### src/sv/comt_ram.sv
module comt_ram #(
    parameter int WIDTH = 40,
    parameter int DEPTH = 32
) (
    input  logic                                        aclk,
    input  logic                                        we,
    input  logic [((DEPTH > 1) ? $clog2(DEPTH) : 1)-1:0] waddr,
    input  logic [WIDTH-1:0]                            wdata,
    input  logic [((DEPTH > 1) ? $clog2(DEPTH) : 1)-1:0] raddr,
    output logic [WIDTH-1:0]                            rdata
);

    logic [WIDTH-1:0] mem [DEPTH];

    always_ff @(posedge aclk) begin
        if (we) begin
            mem[waddr] <= wdata;
        end
        rdata <= mem[raddr];
    end

endmodule

### config.mk
export PLATFORM = sky130hd
export DESIGN_NAME = comt_ram
export DESIGN_NICKNAME = d
export VERILOG_FILES = /design/src/sv/comt_ram.sv
export SDC_FILE = /design/constraint.sdc
export NUM_CORES = 1
export LEC_CHECK = 0
export ABC_AREA = 1
export BUFFER_PORTS_ARGS = -buffer_cell sky130_fd_sc_hd__buf_2
export CORE_MARGIN = 5
export CORE_UTILIZATION = 55
export DETAILED_ROUTE_END_ITERATION = 8
export PLACE_DENSITY_LB_ADDON = 0.12
export SLEW_MARGIN = 20
export SYNTH_ARGS = -nofsm -noshare
export SYNTH_HDL_FRONTEND = slang
export SYNTH_SLANG_ARGS = --single-unit
### constraint.sdc
create_clock -name aclk -period 3.5 [get_ports aclk]
set_clock_uncertainty 0.2 [all_clocks]
set_input_delay 0.35 -clock aclk [delete_from_list [all_inputs] [get_ports aclk]]
set_output_delay 0.35 -clock aclk [all_outputs]
set_load 0.005 [all_outputs]
Word level (Yosys, flattened, before mapping)
Memory sizes are Yosys's and may differ from the RTL's. A register that Yosys moved wholly into a read port is not among the register bits.
Cells that the tools add are included.
- register bits after elaboration: 0
- bits in writable memories: 1280
- output and inout bits: 40
- word-level logic and storage cells: 3
- memories kept: 1
- memories (memory ; depth ; bits a word ; read ports ; clocked after Yosys merged registers in ; wr ports ; RTL line ; source):
    mem ; 32 ; 40 ; 1 ; 1 ; 1 ; 13 ; logic [WIDTH-1:0] mem [DEPTH];
- muxes and demuxes: 2
- operator list (cell ; number):
    2-to-1 mux 1 bit ; 2

Longest topological paths before layout
Gate-level depths: netlist of the first run.
- depth after elaboration: 2
- gate-level depth with buffers: 11
- gate-level depth less buffers: 9

Worst setup path before layout of the first run
OpenSTA, ideal clock, no wires.
- kind: input to register
- start point: in waddr[0] in the netlist's numbering
- end point: mem mem[0][0] (enable)
- library setup time: 0.437 ns
- arrival: 2.336 ns
- path slack: 0.527 ns
- cell stages on the path: 3
- path buffers: 0
- cell sequence: inv_1 -> nand3_1 -> nor2_1
- RTL lines (item ; RTL line ; source):
    start, declared ; 7 ; input logic [((DEPTH > 1) ? $clog2(DEPTH) : 1)-1:0] waddr,
    end, declared ; 13 ;
Straight into the memory's write port.

==> results of run 1 <==
[per-layer routing]
layer,track usage,up-vias,wire [um]
li1,-,15600,-
met1,0.398,16700,59100
met2,0.421,1455,64800
met3,0.0434,196,11400
met4,0.0638,0,2750
met5,0,-,0
[layout make-up]
cell class,instances,share of cell area
multi-input cells,2804,0.201
clock inverters,61,0.00911
clock buffers,195,0.0671
repair buffers,237,0.0351
inverters,10,0.00105
flip-flops and latches,1320,0.660
well taps,1265,0.0266
[sequential cells by signal, summed over array words and instances (netlist names)]
register,flops
rdata,40
mem,1280
[final timing paths]
kind,from,endpoint,slack [ps],depth (start not counted)
setup / recovery,raddr[3],rdata[17]$_DFF_P_,1280,8
hold / removal,raddr[1],rdata[8]$_DFF_P_,70,8
setup reg to reg,mem[11][17]$_DFFE_PP_,rdata[17]$_DFF_P_,1700,9
hold reg to reg,mem[6][12]$_DFFE_PP_,rdata[12]$_DFF_P_,550,8
[logic make-up (layout without fill, tap and decap cells)]
family                 Yosys count  count (layout)
buffers and inverters          283             503
flip-flops                    1320            1320
AND/OR/NAND/NOR               2804            2804
[metrics by stage]
stage	setup WS, ps	utilization
2_1_floorplan	527	-
3_3_place_gp	959	0.576
3_5_place_dp	951	0.576
4_1_cts	1320	0.628
5_1_grt	1230	0.628
6_report	1280	0.628
[what timing repair did]
action	CTS	global route
endpoints found under the hold margin	1289	0
hold buffers	43	0
setup endpoints to repair	0	0
[power breakdown]
part / switching (mW) / internal [mW]
sequential: 0.0783 / 17.6
clock: 5.88 / 8.61
combinational: 1.45 / 0.550
total: 7.41 / 26.7
[layout by cell type (no fill, tap or decap)]
cell / count
inv_6: 6
buf_4: 72
inv_2: 1
inv_4: 1
edfxtp_1: 1280
inv_1: 5
clkbuf_8: 14
clkinv_1: 24
clkinv_8: 1
inv_8: 3
clkbuf_1: 35
clkinvlp_4: 3
buf_2: 87
nand2_1: 1800
nor2_4: 32
clkbuf_16: 147
buf_8: 2
buf_12: 32
clkinv_2: 18
bufinv_16: 9
nand3_1: 972
dfxtp_1: 40
dlygate4sd3_1: 43
[worst min-delay path, delay by kind of cell]
family | cells | cell delay, ps
buffers and inverters | 1 | 180
AND/OR/NAND/NOR | 7 | 430
==> metrics.md, run 1 <==
| Metric | Value |
|---|---|
| Run status | finished, final reports clean |
| DRC Markers | 0 |
| Slew HR | 0.321 |
| Design area | 59500 um2 |
| Worst path cell trace | dlygate4sd3_1 > buf_4 > inv_4 > nand2_1 > nand2_1 > nand2_1 > dlygate4sd3_1 > nand2_1 |
| Commonest register cell after synthesis | edfxtp_1 |
| Synth Area in XOR/XNOR | 0 |
| Initial DRT Pass Iterations | 5 |
| Syn_nets | 4459 |
| Synth Area in Compound Gates | 0 |
| Final Max Tran Viols | 0 |
| Max capacitance violation total | 0 |
| Post-synth EDFFs | 1280 |
| Area occupied by multi-input gates | 12000 um2 |
| CTS root buf | clkbuf_16 |
| Die height | 319 um |
| Crit path max fanout | 44 |
| H-Tree Depth | 4 |
| Worst path slowest cell | inv_4 |
| DRT iter0 DRCs | 3653 |
| Share of the synthesized area in the top cell type | 0.733 |
| Inst Count DP | 5593 |
| Final hold slack | 66.2 ps |
| Largest net degree at the start of global routing | 162 |
| Nets | 4563 |
| Vias in the first global route | 32300 |
| Leakage | 21.9 nW |
| RSZ-0062 raised after global routing | false |
| DR vias | 34000 |
| Core area | 94700 um2 |
| Cell with the most instances after synthesis | nand2_1 |
| Synth top area cells | edfxtp_1, nand2_1, nand3_1, buf_2, dfxtp_1 |
| Syn Area/Cell | 11.9 um2 |
| Global placer's final weighted congestion | 0.757 |
| Largest family of logic cells by synthesized area | simple AND/OR/NAND/NOR gates |
| Clk_lat worst skew | 740 ps |
| CTS tree | built |
| Max VDD drop | 474 uV |
| Initial antenna violation count | 1 |
| Overall power | 34.1 mW |
| Input/output buffers | 91 |
| Inserted Clock Buffers | 138 |
| Mapped Cells | 4407 |
| Slew of the pin with the lowest slew margin | 1020 ps |
| Synth cell count leaders | nand2_1, edfxtp_1, nand3_1 |
| Mux contribution to synthesized area | 0 |
| Fin crit share | 0.634 |
| Setup Crit Path Kind | input port to register |
| Area leader, netlist | edfxtp_1 |
| Layout cells sized above 1 | 0.0925 |
| GRT Residual Overflow | 0 |
| Power per Cell Area | 574 nW/um2 |
| Final Critical Period | 2220 ps |
| Flop and latch count out of synthesis | 1320 |
| Setup-failing EPs final | 0 |
| Mapped cell area | 52400 um2 |
| First-pass GRT wire length | 206 mm |
| Worst hold path class | input port to register |
| Fin. Hold Viols | 0 |
| CP top delay family | buffers and inverters |
| Crit start category | input port |
| CP arrival | 2700 ps |
| Fillers | 7300 |
| Critical Path Max Stage Delay | 640 ps |
| Capturing element type of the critical path | register |
| Post-cts sizing count | 0 |
| IO Count | 92 |
| Layout area overhead | 13.5% |
| Final antenna-violating net count | 0 |
| Synth cell types | 11 |
| Die footprint | 102000 um2 |
| Cell repeated most along the worst path | nand2_1 |
| Vias per cell | 5.76 |
| Hpwl dp | 68.7 mm |
| Critical Path RT | 3980 ps |
| WL final | 138 mm |
| Starting Density | 0.553 |
| Total track usage | 0.267 |
| Chip width | 319 um |
| Routed len/inst | 23.4 um |
| Worst-path clk slew | 60 ps |
| Crit path buf inv count | 4 |
| Yosys Warn Count | 0 |
| Adder-cell share of the synthesized area | 0 |
| Placed Area | 54500 um2 |
| FMAX | 0.450 GHz |
| Ys async rst share | 0 |
| Sequential cell area | 39200 um2 |
| Final Non-Filler Cells | 5892 |
| Synth Area in Simple Gates | 0.224 |
| CTS max path bufs | 3 |
| Post-CTS Repair Setup Buffers | 0 |
| Antenna Cells | 0 |
| Sink Count | 1320 |
| Total Neg Setup Slack | 0 ps |
| Sequential cell area fraction in the yosys report | 0.749 |
| Placement Rows | 113 |
Power figures use the tool's default switching activity.
==> inputs of run 2 (changes only) <==
==> constraint.sdc (replaced) <==
create_clock -name aclk -period 2.1 [get_ports aclk]
set_clock_uncertainty 0.2 [all_clocks]
set_input_delay 0.21 -clock aclk [delete_from_list [all_inputs] [get_ports aclk]]
set_output_delay 0.21 -clock aclk [all_outputs]
set_load 0.005 [all_outputs]
==> run 2 against run 1 <==
- highest routed layer unchanged
- sequential share of layout area down 1.4 points
- critical endpoint is now rdata[39]$_DFF_P_
- sequential power grew 67%
- non-clock buffer count grew 81
- die area is the same
- global-route usage is 1.1 points higher
- wire length grew 3.1%
==> metrics.md, run 2 (same netlist as run 1, synthesis figures left out) <==
| Metric | Value |
|---|---|
| Run status | finished, final reports clean |
| CTS tree | built |
| Max FFs per register | 1280 |
| Input/output buffers | 91 |
| DR vias | 34300 |
| First-pass GRT wire length | 212 mm |
| Cell repeated most along the worst path | nand2_1 |
| Met2 Wirelength | 66.6 mm |
| CTS max path bufs | 3 |
| Sink Count | 1320 |
| Hpwl dp | 78.3 mm |
| Max capacitance violation total | 0 |
| Inserted Clock Buffers | 136 |
| Largest net degree at the start of global routing | 112 |
| H-Tree Depth | 4 |
| Area occupied by multi-input gates | 12000 um2 |
| Fin. Hold Viols | 0 |
| Final Non-Filler Cells | 5965 |
| Power per Cell Area | 918 nW/um2 |
| Initial DRT Pass Iterations | 5 |
| Inst Count DP | 5671 |
| Starting Density | 0.553 |
| Fillers | 7251 |
| Initial antenna violation count | 0 |
| Total Neg Setup Slack | 0 ps |
| Routed len/inst | 23.9 um |
| Antenna Cells | 0 |
| Total track usage | 0.278 |
| RSZ-0062 raised after global routing | false |
| Worst hold path class | input port to register |
| Biggest regs | mem x1280, rdata x40 |
| IO Count | 92 |
| DRC Markers | 0 |
| Die footprint | 102000 um2 |
| Slew HR | 0.508 |
| CTS root buf | clkbuf_16 |
| DRT iter0 DRCs | 3602 |
| Most common cell after layout, fill and taps aside | nand2_1 |
| Clk_lat worst skew | 740 ps |
| DRT met1 WL | 58.9 mm |
| Most frequent cells in the layout | nand2_1, edfxtp_1, nand3_1 |
| Critical Path RT | 2570 ps |
| Die height | 319 um |
| Crit path max fanout | 28 |
| Capturing element type of the critical path | register |
| Worst path cell trace | dlygate4sd3_1 > clkbuf_8 > inv_8 > buf_12 > nand3_1 > nand2_1 > nand2_1 > nand2_1 > nand2_1 > dlygate4sd3_1 > nand2_1 |
| Final antenna-violating net count | 0 |
| Chip width | 319 um |
| Core area | 94700 um2 |
| Worst path slowest cell | dlygate4sd3_1 |
| Slew of the pin with the lowest slew margin | 737 ps |
| Routed wl met3 | 12.5 mm |
| CP arrival | 2450 ps |
| Setup Crit Path Kind | input port to register |
| Final Max Tran Viols | 0 |
| Setup-failing EPs final | 0 |
| Placement Rows | 113 |
| Worst-path clk slew | 60 ps |
| Critical Path Max Stage Delay | 550 ps |
| Sequential cell area | 39200 um2 |
| GRT Residual Overflow | 0 |
| FMAX | 0.505 GHz |
| Final Critical Period | 1980 ps |
| Placed Area | 56100 um2 |
| Global placer's final weighted congestion | 0.796 |
| WL final | 142 mm |
| Layout area overhead | 16.0% |
| DR top layer | met4 |
| Leakage | 22.5 nW |
| Vias in the first global route | 33200 |
| Fin crit share | 0.943 |
| Crit start category | input port |
| Design area | 60800 um2 |
| Max VDD drop | 883 uV |
| Vias per cell | 5.74 |
| Largest reg by FF count | mem |
| Nets | 4642 |
| Post-CTS Repair Setup Buffers | 0 |
| Layout cells sized above 1 | 0.106 |
[run 2: critical path: cells and delay by family]
kind                   cells  cell delay [ps]
buffers and inverters      5             1780
and+or+nand+nor            6              430
[run 2: area by class of cell]
cell class / instances / area share
Timing Repair Buffer: 318 / 0.0616
Clock buffer: 186 / 0.0621
Tap cell: 1265 / 0.0260
Sequential cell: 1320 / 0.645
Inverter: 10 / 0.00103
Clock inverter: 62 / 0.00685
Multi-Input combinational cell: 2804 / 0.197
[run 2: where the power goes]
group	internal (mW)	switching [mW]
clock	13.0	9.81
combinational	1.11	2.49
sequential	29.3	0.148
[run 2: metal layers]
layer  up-vias  track usage
met2      1408        0.437
li1      15800            -
met5         -            0
met4         0       0.0901
met3       243       0.0620
met1     16800        0.393
[run 2: final timing paths]
kind	from	slack [ps]	cells past startpoint	end
worst max register to register	mem[2][39]$_DFFE_PP_	350	9	rdata[39]$_DFF_P_
worst min-delay path	waddr[3]	80	5	mem[8][8]$_DFFE_PP_
worst min register to register	mem[2][1]$_DFFE_PP_	550	8	rdata[1]$_DFF_P_
worst max-delay path	raddr[2]	120	11	rdata[39]$_DFF_P_
[run 2: timing repair]
action	in CTS	in global routing
hold endpoints to repair	1320	0
endpoints found under the setup margin	0	1
hold buffers	45	0
resized for setup	0	1
[run 2: through the flow]
step | power [mW] | hold WS (ps) | setup WS, ps | utilization
2_1_floorplan | 31.8 | 109 | -223 | -
3_3_place_gp | 33.5 | 388 | 180 | 0.592
3_5_place_dp | 33.5 | 387 | 126 | 0.592
4_1_cts | 56.1 | 13.8 | 163 | 0.641
5_1_grt | 57.6 | 70.3 | 0.555 | 0.642
6_report | 55.8 | 75.1 | 120 | 0.642
